$ cat src/rtl/mdrs_pkg.sv
// package for the multibyte delimiter record splitter: constants and types
`default_nettype none

package mdrs_pkg;

    localparam int MAX_DELIM    = 8;
    localparam int GATHER_DEPTH = MAX_DELIM - 1;
    localparam int LEN_W        = 4;
    localparam int CNT_W        = $clog2(GATHER_DEPTH + 1);
    localparam int LIST_CNT_W   = $clog2(MAX_DELIM + 1);
    localparam int DATA_W       = 64;
    localparam int ADDR_W       = 4;

    localparam logic KIND_DATA = 1'b0;
    localparam logic KIND_END  = 1'b1;

    localparam logic REG_DELIM_LENGTH = 1'b0;
    localparam logic REG_DELIM_BYTES  = 1'b1;

    localparam logic [LEN_W-1:0] LENGTH_RESET = LEN_W'(1);
    localparam logic [DATA_W-1:0] BYTES_RESET = DATA_W'(10);

    typedef struct packed {
        logic [7:0] data;
        logic       kind;
    } result_t;

endpackage

`default_nettype wire

$ cat src/rtl/multibyte_delimiter_record_splitter_unit.sv
// top level: splits a byte stream into records at a configurable multibyte delimiter
`default_nettype none

// One input item is taken per cycle while the result list is empty or handing out
// its last result in that cycle. An item yields zero to eight results; they are
// loaded at once into an eight-entry result list that shifts out one result per
// cycle while m_ready is high, so an item with n results holds the input side until
// its n results are taken, and an item with at most one result keeps the full rate
// of one item per cycle. The delimiter length and bytes are written over the APB port
// (length at 0x0, bytes at 0x8) only while the block is idle; the user must ensure it.
module multibyte_delimiter_record_splitter_unit (
    input  wire logic                        aclk,
    input  wire logic                        aresetn,
    input  wire logic                        psel,
    input  wire logic                        penable,
    input  wire logic                        pwrite,
    input  wire logic [mdrs_pkg::ADDR_W-1:0] paddr,
    input  wire logic [mdrs_pkg::DATA_W-1:0] pwdata,
    output logic      [mdrs_pkg::DATA_W-1:0] prdata,
    output logic                             pready,
    input  wire logic                        s_valid,
    output logic                             s_ready,
    input  wire logic [7:0]                  s_in_byte,
    input  wire logic                        s_end_of_input,
    output logic                             m_valid,
    input  wire logic                        m_ready,
    output logic      [7:0]                  m_out_byte,
    output logic                             m_kind,
    output logic                             m_run_last
);
    import mdrs_pkg::*;

    logic [LEN_W-1:0]      len_reg;
    logic [DATA_W-1:0]     dbytes_reg;
    logic                  collecting_reg;
    logic                  collecting_next;
    logic [CNT_W-1:0]      gcount_reg;
    logic [CNT_W-1:0]      gcount_next;
    logic                  started_reg;
    logic                  started_next;
    logic [7:0]            gathered_reg [GATHER_DEPTH];
    logic                  gwrite;
    result_t               list_reg [MAX_DELIM];
    logic [LIST_CNT_W-1:0] list_cnt_reg;

    logic                  cfg_write;
    logic [3:0]            eff_len;
    logic [3:0]            need;
    logic                  accept;
    logic                  take;
    result_t               res [MAX_DELIM];
    logic [LIST_CNT_W-1:0] res_n;

    // config port
    assign pready    = 1'b1;
    assign cfg_write = psel & penable & pwrite & pready;

    always_comb begin
        unique case (paddr[3])
            REG_DELIM_LENGTH: prdata = {{(DATA_W-LEN_W){1'b0}}, len_reg};
            REG_DELIM_BYTES:  prdata = dbytes_reg;
            default:          prdata = '0;
        endcase
    end

    always_ff @(posedge aclk) begin
        if (!aresetn) begin
            len_reg    <= LENGTH_RESET;
            dbytes_reg <= BYTES_RESET;
        end else if (cfg_write) begin
            unique case (paddr[3])
                REG_DELIM_LENGTH: len_reg    <= pwdata[LEN_W-1:0];
                REG_DELIM_BYTES:  dbytes_reg <= pwdata;
                default:          len_reg    <= len_reg;
            endcase
        end
    end

    // effective length, clamped to 1..MAX_DELIM
    always_comb begin
        if (len_reg == 4'd0)
            eff_len = 4'd1;
        else if (len_reg > 4'(MAX_DELIM))
            eff_len = 4'(MAX_DELIM);
        else
            eff_len = len_reg;
        need = eff_len - 4'd1;
    end

    // handshake
    assign m_valid = (list_cnt_reg != '0);
    assign take    = m_valid & m_ready;
    assign s_ready = (list_cnt_reg == '0) || ((list_cnt_reg == LIST_CNT_W'(1)) && m_ready);
    assign accept  = s_valid & s_ready;

    assign m_out_byte = list_reg[0].data;
    assign m_kind     = list_reg[0].kind;
    assign m_run_last = (list_cnt_reg == LIST_CNT_W'(1));

    // per-item results and next state
    always_comb begin
        logic [7:0] gath_new [GATHER_DEPTH];
        logic [3:0] newcnt;
        logic       mism;

        collecting_next = collecting_reg;
        gcount_next     = gcount_reg;
        started_next    = started_reg;
        gwrite          = 1'b0;
        res_n           = '0;
        mism            = 1'b0;
        newcnt          = {1'b0, gcount_reg} + {3'd0, (gcount_reg != CNT_W'(GATHER_DEPTH))};
        for (int i = 0; i < MAX_DELIM; i++)
            res[i] = '{data: 8'd0, kind: KIND_END};
        for (int i = 0; i < GATHER_DEPTH; i++)
            gath_new[i] = (gcount_reg == CNT_W'(i)) ? s_in_byte : gathered_reg[i];

        if (s_end_of_input) begin
            if (started_reg || collecting_reg)
                res_n = LIST_CNT_W'(1);
            collecting_next = 1'b0;
            gcount_next     = '0;
            started_next    = 1'b0;
        end else if (!collecting_reg) begin
            started_next = 1'b1;
            if (s_in_byte == dbytes_reg[7:0]) begin
                if (eff_len == 4'd1) begin
                    res_n        = LIST_CNT_W'(1);
                    started_next = 1'b0;
                end else begin
                    collecting_next = 1'b1;
                    gcount_next     = '0;
                end
            end else begin
                res[0] = '{data: s_in_byte, kind: KIND_DATA};
                res_n  = LIST_CNT_W'(1);
            end
        end else begin
            gwrite      = (gcount_reg != CNT_W'(GATHER_DEPTH));
            gcount_next = newcnt[CNT_W-1:0];
            if (newcnt >= need) begin
                for (int i = 0; i < GATHER_DEPTH; i++) begin
                    if ((4'(i) < need) && (gath_new[i] != dbytes_reg[8*(i+1) +: 8]))
                        mism = 1'b1;
                end
                if (!mism) begin
                    res_n        = LIST_CNT_W'(1);
                    started_next = 1'b0;
                end else begin
                    res[0] = '{data: dbytes_reg[7:0], kind: KIND_DATA};
                    for (int i = 0; i < GATHER_DEPTH; i++)
                        res[i+1] = '{data: gath_new[i], kind: KIND_DATA};
                    res_n = newcnt + LIST_CNT_W'(1);
                end
                collecting_next = 1'b0;
                gcount_next     = '0;
            end
        end
    end

    // splitter state
    always_ff @(posedge aclk) begin
        if (!aresetn) begin
            collecting_reg <= 1'b0;
            gcount_reg     <= '0;
            started_reg    <= 1'b0;
        end else if (accept) begin
            collecting_reg <= collecting_next;
            gcount_reg     <= gcount_next;
            started_reg    <= started_next;
        end
    end

    always_ff @(posedge aclk) begin
        for (int i = 0; i < GATHER_DEPTH; i++) begin
            if (accept && collecting_reg && !s_end_of_input && gwrite
                && (gcount_reg == CNT_W'(i)))
                gathered_reg[i] <= s_in_byte;
        end
    end

    // result list, entry 0 drives the output
    always_ff @(posedge aclk) begin
        if (!aresetn) begin
            list_cnt_reg <= '0;
        end else if (accept && (res_n != '0)) begin
            list_cnt_reg <= res_n;
        end else if (take) begin
            list_cnt_reg <= list_cnt_reg - LIST_CNT_W'(1);
        end
    end

    always_ff @(posedge aclk) begin
        if (accept && (res_n != '0)) begin
            for (int i = 0; i < MAX_DELIM; i++)
                list_reg[i] <= res[i];
        end else if (take) begin
            for (int i = 0; i < MAX_DELIM - 1; i++)
                list_reg[i] <= list_reg[i+1];
        end
    end

endmodule

`default_nettype wire

$ cat config.mk
export PLATFORM = sky130hd
export DESIGN_NAME = multibyte_delimiter_record_splitter_unit
export DESIGN_NICKNAME = d
export VERILOG_FILES = /design/src/rtl/mdrs_pkg.sv /design/src/rtl/multibyte_delimiter_record_splitter_unit.sv
export SDC_FILE = /design/constraint.sdc
export NUM_CORES = 1
export LEC_CHECK = 0
export ABC_CLOCK_PERIOD_IN_PS = 5900
export BUFFER_PORTS_ARGS = -buffer_cell sky130_fd_sc_hd__buf_2
export CAP_MARGIN = 5
export CORE_UTILIZATION = 58
export CTS_CLUSTER_SIZE = 10
export DETAILED_ROUTE_END_ITERATION = 10
export GPL_ROUTABILITY_DRIVEN = 0
export GPL_TIMING_DRIVEN = 0
export PLACE_DENSITY = 0.82
export SYNTH_ARGS = -nofsm -noshare
export SYNTH_HDL_FRONTEND = slang
export SYNTH_SLANG_ARGS = --single-unit
$ cat constraint.sdc
create_clock -name aclk -period 5.9 [get_ports aclk]
set_input_delay 0.59 -clock aclk [delete_from_list [all_inputs] [get_ports aclk]]
set_output_delay 0.59 -clock aclk [all_outputs]
set_load 0.02 [all_outputs]
==> impl_metrics.csv, run 1 <==
group,metric,value,unit
clock_tree,cts_hold_buf,0,
synthesis,synthSimpleGateAreaFrac,17.2,%
setup_path,worstSetupEndpointType,"flop",
final_layout,syn2layout_area_growth,16.9,%
detailed_routing,highest_layer,"met4",
timing,slew_headroom,33.8,%
detailed_routing,postRouteAntennaNets,0,
synthesis,postSynthCellCount,1067,
detailed_routing,route.met2.wl,14.2,mm
setup_path,critPathArrivalTime,5830,ps
timing,min_period_over_period,94.6,%
clock_tree,cts_resized,0,
placement,dp_cells,1453,
clock_tree,postCtsSetupRepairBufs,0,
timing,rsz0062_at_grt,"no",
detailed_routing,dr_wl_met3,3.23,mm
synthesis,synth_edf_count,128,
global_routing,grt_max_degree,36,
die,io_pins,161,
die,die_area,18900,um^2
timing,fmax,179,MHz
worst_hold_path,hold_path_class,"in -> reg",
flow_run,maxCapViolCount,0,
setup_path,cp_max_fo,35,
placement,placed_area,11700,um^2
detailed_routing,drt-total-wl,31.0,mm
clock_tree,htree_levels,1,
synthesis,syn_area,10600,um^2
setup_path,worstPathRequired,6150,ps
final_layout,stdcell_count,1497,
final_layout,post-route-util,69.2,%
power_and_ir_drop,clockPowerShare,31.2,%
synthesis,syn_area_per_cell,9.97,um^2
final_layout,fill_cells,1339,
timing,slew_violations,0,
timing,finalClockSkew,15.8,ps
final_layout,largest_reg_flops,72,
timing,fin_tns_setup,0,ps
synthesis,ys.flop_type,"edfxtp_1",
timing,timing.hold.ws,309,ps
timing,setup_viol,0,
power_and_ir_drop,ir_worst_vdd,0.272,mV
status,status,"finished, final reports clean",
final_layout,fin_area,12400,um^2
clock_tree,cts_root_buf,"clkbuf_16",
synthesis,async_reset_ff_share,0,%
final_layout,layout.nets,1346,
power_and_ir_drop,p_sw,1.28,mW
global_routing,grtUsageTotal,33.3,%
detailed_routing,num_vias,9007,
synthesis,synth.area.mux_share,11.3,%
synthesis,ys_seq_area_share,50.6,%
setup_path,path_class,"reg -> reg",
synthesis,synth_compound_area_share,11.4,%
die,initial_core_util,59.2,%
die,rows,49,
power_and_ir_drop,power_leakage,5.06,nW
synthesis,synthDistinctLibCells,65,
placement,dpl.hpwl,21.9,mm
synthesis,synthAdderAreaFrac,1.41,%
timing,hold_violations,0,
clock_tree,cts_tree,"done",
clock_tree,worstSkewPairLatency,520,ps
detailed_routing,wl_met1,11.7,mm
detailed_routing,wl_per_cell,20.7,um
clock_tree,clk_pin_slew,60,ps
detailed_routing,drt_first_iter_violations,1092,
synthesis,synth_top_family_by_area,"simple AND/OR/NAND/NOR gates",
global_routing,antenna_found_initial,0,
setup_path,startpoint_type,"flop",
global_routing,grt_pass1_vias,8266,
synthesis,ys_seq_elements,205,
power_and_ir_drop,internal_power,3.08,mW
die,fp.dieW,137,um
placement,port_buffers,155,
final_layout,drive_above_1_share,18.5,%
detailed_routing,vias_per_cell,6.02,
power_and_ir_drop,power_frac_comb,23.1,%
synthesis,synthXorXnorAreaFrac,2.72,%
power_and_ir_drop,power_density,351,nW/um^2
detailed_routing,dr.pass1.iters,5,
final_layout,num_antenna_cells,0,
timing,fin_crit,5580,ps
power_and_ir_drop,seqPwrFrac,45.7,%
clock_tree,cts_buffers,24,
worst_hold_path,min_path_cells,3,
timing,tightest_slew,993,ps
clock_tree,cts_num_sinks,205,
clock_tree,clockBufferDepth,3,
detailed_routing,drc,0,
die,core,18000,um^2
die,die_h,137,um
setup_path,reg2reg_depth,15,
global_routing,grt_pass1_wl,46.3,mm
synthesis,ys_warn_count,0,
global_routing,gr-total-overflow,0,
power_and_ir_drop,switching_share,29.4,%
[cells in the mapped netlist (5+ instances only)]
cell | n | area (um^2)
a211oi_1 | 5 | 37.5
a21oi_1 | 90 | 450
a31oi_1 | 6 | 37.5
and2_1 | 61 | 382
and3_1 | 6 | 37.5
buf_2 | 9 | 45.0
buf_4 | 9 | 67.6
buf_6 | 5 | 56.3
clkbuf_1 | 46 | 173
dfxtp_1 | 77 | 1540
edfxtp_1 | 128 | 3840
ha_1 | 12 | 150
inv_1 | 54 | 203
mux2_1 | 49 | 552
mux2_2 | 17 | 191
mux2i_1 | 46 | 460
nand2_1 | 158 | 593
nand2b_1 | 18 | 113
nand3_1 | 6 | 30.0
nand4_1 | 5 | 31.3
nor2_1 | 88 | 330
nor3_1 | 11 | 55.1
nor4_1 | 6 | 37.5
o21ai_0 | 10 | 50.1
o221ai_1 | 5 | 43.8
o22ai_1 | 34 | 213
xnor2_1 | 20 | 175
xor2_1 | 13 | 114
[layer usage]
metal / vias to the layer above / track usage (%)
li1: 4117 / -
met1: 4159 / 43.1
met2: 602 / 53.3
met3: 129 / 5.11
met4: 0 / 19.2
met5: - / 0
[final timing paths]
path	start	endpoint	slack, ps
min reg2reg	dbytes_reg[60]	dbytes_reg[60]	480
min	pwdata[59]	dbytes_reg[59]	310
max	gcount_reg[2]	list_reg[1][5]	320
max reg2reg	gcount_reg[2]	list_reg[1][5]	320
[power groups by stage]
stage | registers (mW) | clock network [mW] | logic, mW
after floorplan | 2.00 | 0 | 0.687
after global placement | 2.04 | 0 | 0.940
after detailed placement | 2.02 | 0 | 0.987
after CTS | 1.99 | 1.36 | 0.996
after global routing | 2.02 | 1.42 | 1.08
final | 2.00 | 1.36 | 1.01
[final cells by class]
| type | count | area (um^2) | share of cell area [%] |
|---|---|---|---|
| Tap cell | 229 | 287 | 2.30 |
| Buffer | 73 | 357 | 2.87 |
| Multi-Input combinational cell | 734 | 4690 | 37.7 |
| Sequential cell | 205 | 5390 | 43.3 |
| Timing Repair Buffer | 156 | 796 | 6.40 |
| Clock buffer | 44 | 707 | 5.69 |
| Inverter | 56 | 210 | 1.69 |
[worst max-delay path: stages (launching register included)]
cell      delay [ps]
dfxtp_1          500
clkbuf_1         470
nand3b_1         290
buf_1            400
mux2i_1          380
o22ai_1          140
a221oi_1         310
nand4_1          340
nor3_1           230
a21oi_1          230
o211a_1          280
buf_2            170
nor2_1           330
buf_2            360
nand2_2          480
buf_12           370
[kinds of logic (layout without fill, tap and decap cells)]
kind of cell / after synthesis / after routing
other: 1 / 2
AOI/OAI and AO/OA: 189 / 189
DFF: 205 / 205
buffers and inverters: 129 / 329
and+or+nand+nor: 386 / 386
adders and majority gates: 12 / 12
xor gates and xnor gates: 33 / 33
muxes: 112 / 112
[per-stage QoR]
| stage | power [mW] | worst slack, ps |
|---|---|---|
| after floorplan | 2.68 | 919 |
| after global placement | 2.98 | -989 |
| after detailed placement | 3.01 | 280 |
| after CTS | 4.35 | 636 |
| after global routing | 4.52 | 227 |
| final | 4.36 | 321 |
[placed cells by master (no fill, tap or decap), types with 5 or more instances in the layout]
cell,instances
inv_1,54
mux2_2,17
xor2_1,13
mux2i_1,46
and3_1,6
buf_2,164
ha_1,12
nand3_1,6
buf_4,9
buf_6,5
and2_1,61
o221ai_1,5
edfxtp_1,128
nor4_1,6
nand2_1,157
a31oi_1,6
nor3_1,11
o22ai_1,34
mux2_1,49
o21ai_0,10
a211oi_1,5
dfxtp_1,77
nand2b_1,18
clkbuf_1,64
xnor2_1,20
nor2_1,88
clkbuf_16,25
nand4_1,5
a21oi_1,90
(Power assumes the default switching activity.)
==> inputs of run 2 (changes only) <==
Settings changed: MAX_ROUTING_LAYER from default to met4.
==> run 2 against run 1 <==
  * Maximum frequency increased by 2.5%
  * Wire length decreased by 0.16%
  * Via count increased by 0.37%
  * Largest cell class unchanged
  * Largest power group unchanged
==> impl_metrics.csv, run 2 (same netlist as run 1, synthesis figures left out) <==
group,metric,value,unit
global_routing,grt_max_degree,36,
setup_path,reg2reg_depth,15,
setup_path,worstPathRequired,6150,ps
clock_tree,cts_hold_buf,0,
detailed_routing,num_vias,9040,
setup_path,r2r_slack,460,ps
setup_path,cp_cell_sequence,"clkbuf_1 -> nand3b_1 -> buf_1 -> mux2i_1 -> o22ai_1 -> a221oi_1 -> nand4_1 -> nor3_1 -> a21oi_1 -> o211a_1 -> buf_2 -> nor2_1 -> buf_2 -> nand2_2 -> buf_12",
timing,slew_headroom,36.4,%
timing,worst_slack,457,ps
setup_path,cp_num_cells,15,
clock_tree,clockBufferDepth,3,
final_layout,largest_reg_flops,72,
final_layout,fin_area,12400,um^2
placement,placed_area,11700,um^2
global_routing,grt_pass1_wl,46.2,mm
final_layout,layout_common_cells,"buf_2 (164), nand2_1 (157), edfxtp_1 (128), a21oi_1 (90), nor2_1 (88)",
final_layout,multi_input_area,4690,um^2
setup_path,rr_endpoint,"list_reg[1][5]",
detailed_routing,postRouteAntennaNets,0,
setup_path,cp_max_fo,35,
setup_path,slowest_delay,490,ps
global_routing,grtUsageTotal,34.2,%
die,die_area,18900,um^2
setup_path,timing.rr.start,"gcount_reg[2]",
global_routing,antenna_found_initial,0,
placement,dpl.hpwl,21.9,mm
power_and_ir_drop,power_density,351,nW/um^2
clock_tree,cts_tree,"done",
clock_tree,worstSkewPairLatency,520,ps
clock_tree,clk_pin_slew,60,ps
timing,slew_violations,0,
timing,min_period_over_period,92.3,%
clock_tree,cts_num_sinks,205,
placement,post-place-ws,280,ps
timing,hold_violations,0,
final_layout,num_antenna_cells,0,
setup_path,path_buf_inv,5,
timing,fin_tns_setup,0,ps
die,rows,49,
power_and_ir_drop,ir_worst_vdd,0.270,mV
placement,dp_cells,1453,
setup_path,slowest_stage,"dfxtp_1",
die,io_pins,161,
setup_path,crit_start,"gcount_reg[2]",
status,status,"finished, final reports clean",
timing,timing.hold.ws,307,ps
final_layout,stdcell_count,1497,
placement,port_buffers,155,
timing,fmax,184,MHz
detailed_routing,dr.pass1.iters,6,
clock_tree,postCtsSetupRepairBufs,0,
timing,tightest_slew,954,ps
die,die_h,137,um
final_layout,fill_cells,1339,
timing,fin_crit,5440,ps
setup_path,critPathArrivalTime,5690,ps
power_and_ir_drop,power_leakage,5.06,nW
detailed_routing,drt-total-wl,30.9,mm
final_layout,layout_commonest_cell,"buf_2",
clock_tree,cts_buffers,24,
detailed_routing,vias_per_cell,6.04,
worst_hold_path,hold_path_class,"in -> reg",
die,core,18000,um^2
setup_path,path_class,"reg -> reg",
timing,finalClockSkew,15.2,ps
global_routing,grt_pass1_vias,8284,
detailed_routing,drc,0,
setup_path,crit_path_frequent_cell,"buf_2",
clock_tree,htree_levels,1,
timing,setup_viol,0,
setup_path,critPathTopFamily,"buffers and inverters",
final_layout,syn2layout_area_growth,16.9,%
final_layout,ff_latch_area,5390,um^2
global_routing,gr-total-overflow,0,
detailed_routing,drt_first_iter_violations,1093,
power_and_ir_drop,finalPower,4.36,mW
final_layout,drive_above_1_share,18.5,%
setup_path,startpoint_type,"flop",
worst_hold_path,min_path_cells,3,
flow_run,maxCapViolCount,0,
timing,rsz0062_at_grt,"no",
clock_tree,cts_resized,0,
detailed_routing,wl_per_cell,20.6,um
die,fp.dieW,137,um
die,initial_core_util,59.2,%
clock_tree,cts_root_buf,"clkbuf_16",
setup_path,worstSetupEndpointType,"flop",
final_layout,post-route-util,69.2,%
final_layout,layout.nets,1346,
setup_path,crit_path_end,"list_reg[1][5]",
-- run 2: power by group --
| group | switching (mW) | internal [mW] | total, mW |
|---|---|---|---|
| Clock | 0.564 | 0.799 | 1.36 |
| Sequential | 0.0978 | 1.90 | 2.00 |
| Combinational | 0.620 | 0.386 | 1.01 |
-- run 2: worst min path at each step --
stage                              start        endpoint
after floorplan              started_reg     started_reg
after global placement       started_reg     started_reg
after detailed placement  dbytes_reg[60]  dbytes_reg[60]
after CTS                     pwdata[53]  dbytes_reg[53]
after global routing          pwdata[33]  dbytes_reg[33]
final                         pwdata[59]  dbytes_reg[59]
-- run 2: worst min-delay path, delay by kind of cell --
kind | cells | cell delay [ps]
AND/OR/NAND/NOR | 1 | 40
buffers and inverters | 1 | 90
AO/OA/AOI/OAI | 1 | 50
-- run 2: metal layers --
layer	wire, um	vias up	share of wire (%)	global-route usage [%]
li1	-	4119	-	-
met1	11600	4188	38	42.8
met2	14000	600	45	52.7
met3	3330	133	11	5.19
met4	1930	0	6.2	20.5
met5	0	-	0	-
-- run 2: area by class of cell --
type / count / share of cell area [%]
Buffer: 73 / 2.87
Clock buffer: 44 / 5.69
Inverter: 56 / 1.69
Multi-Input combinational cell: 734 / 37.7
Sequential cell: 205 / 43.3
Tap cell: 229 / 2.30
Timing Repair Buffer: 156 / 6.40
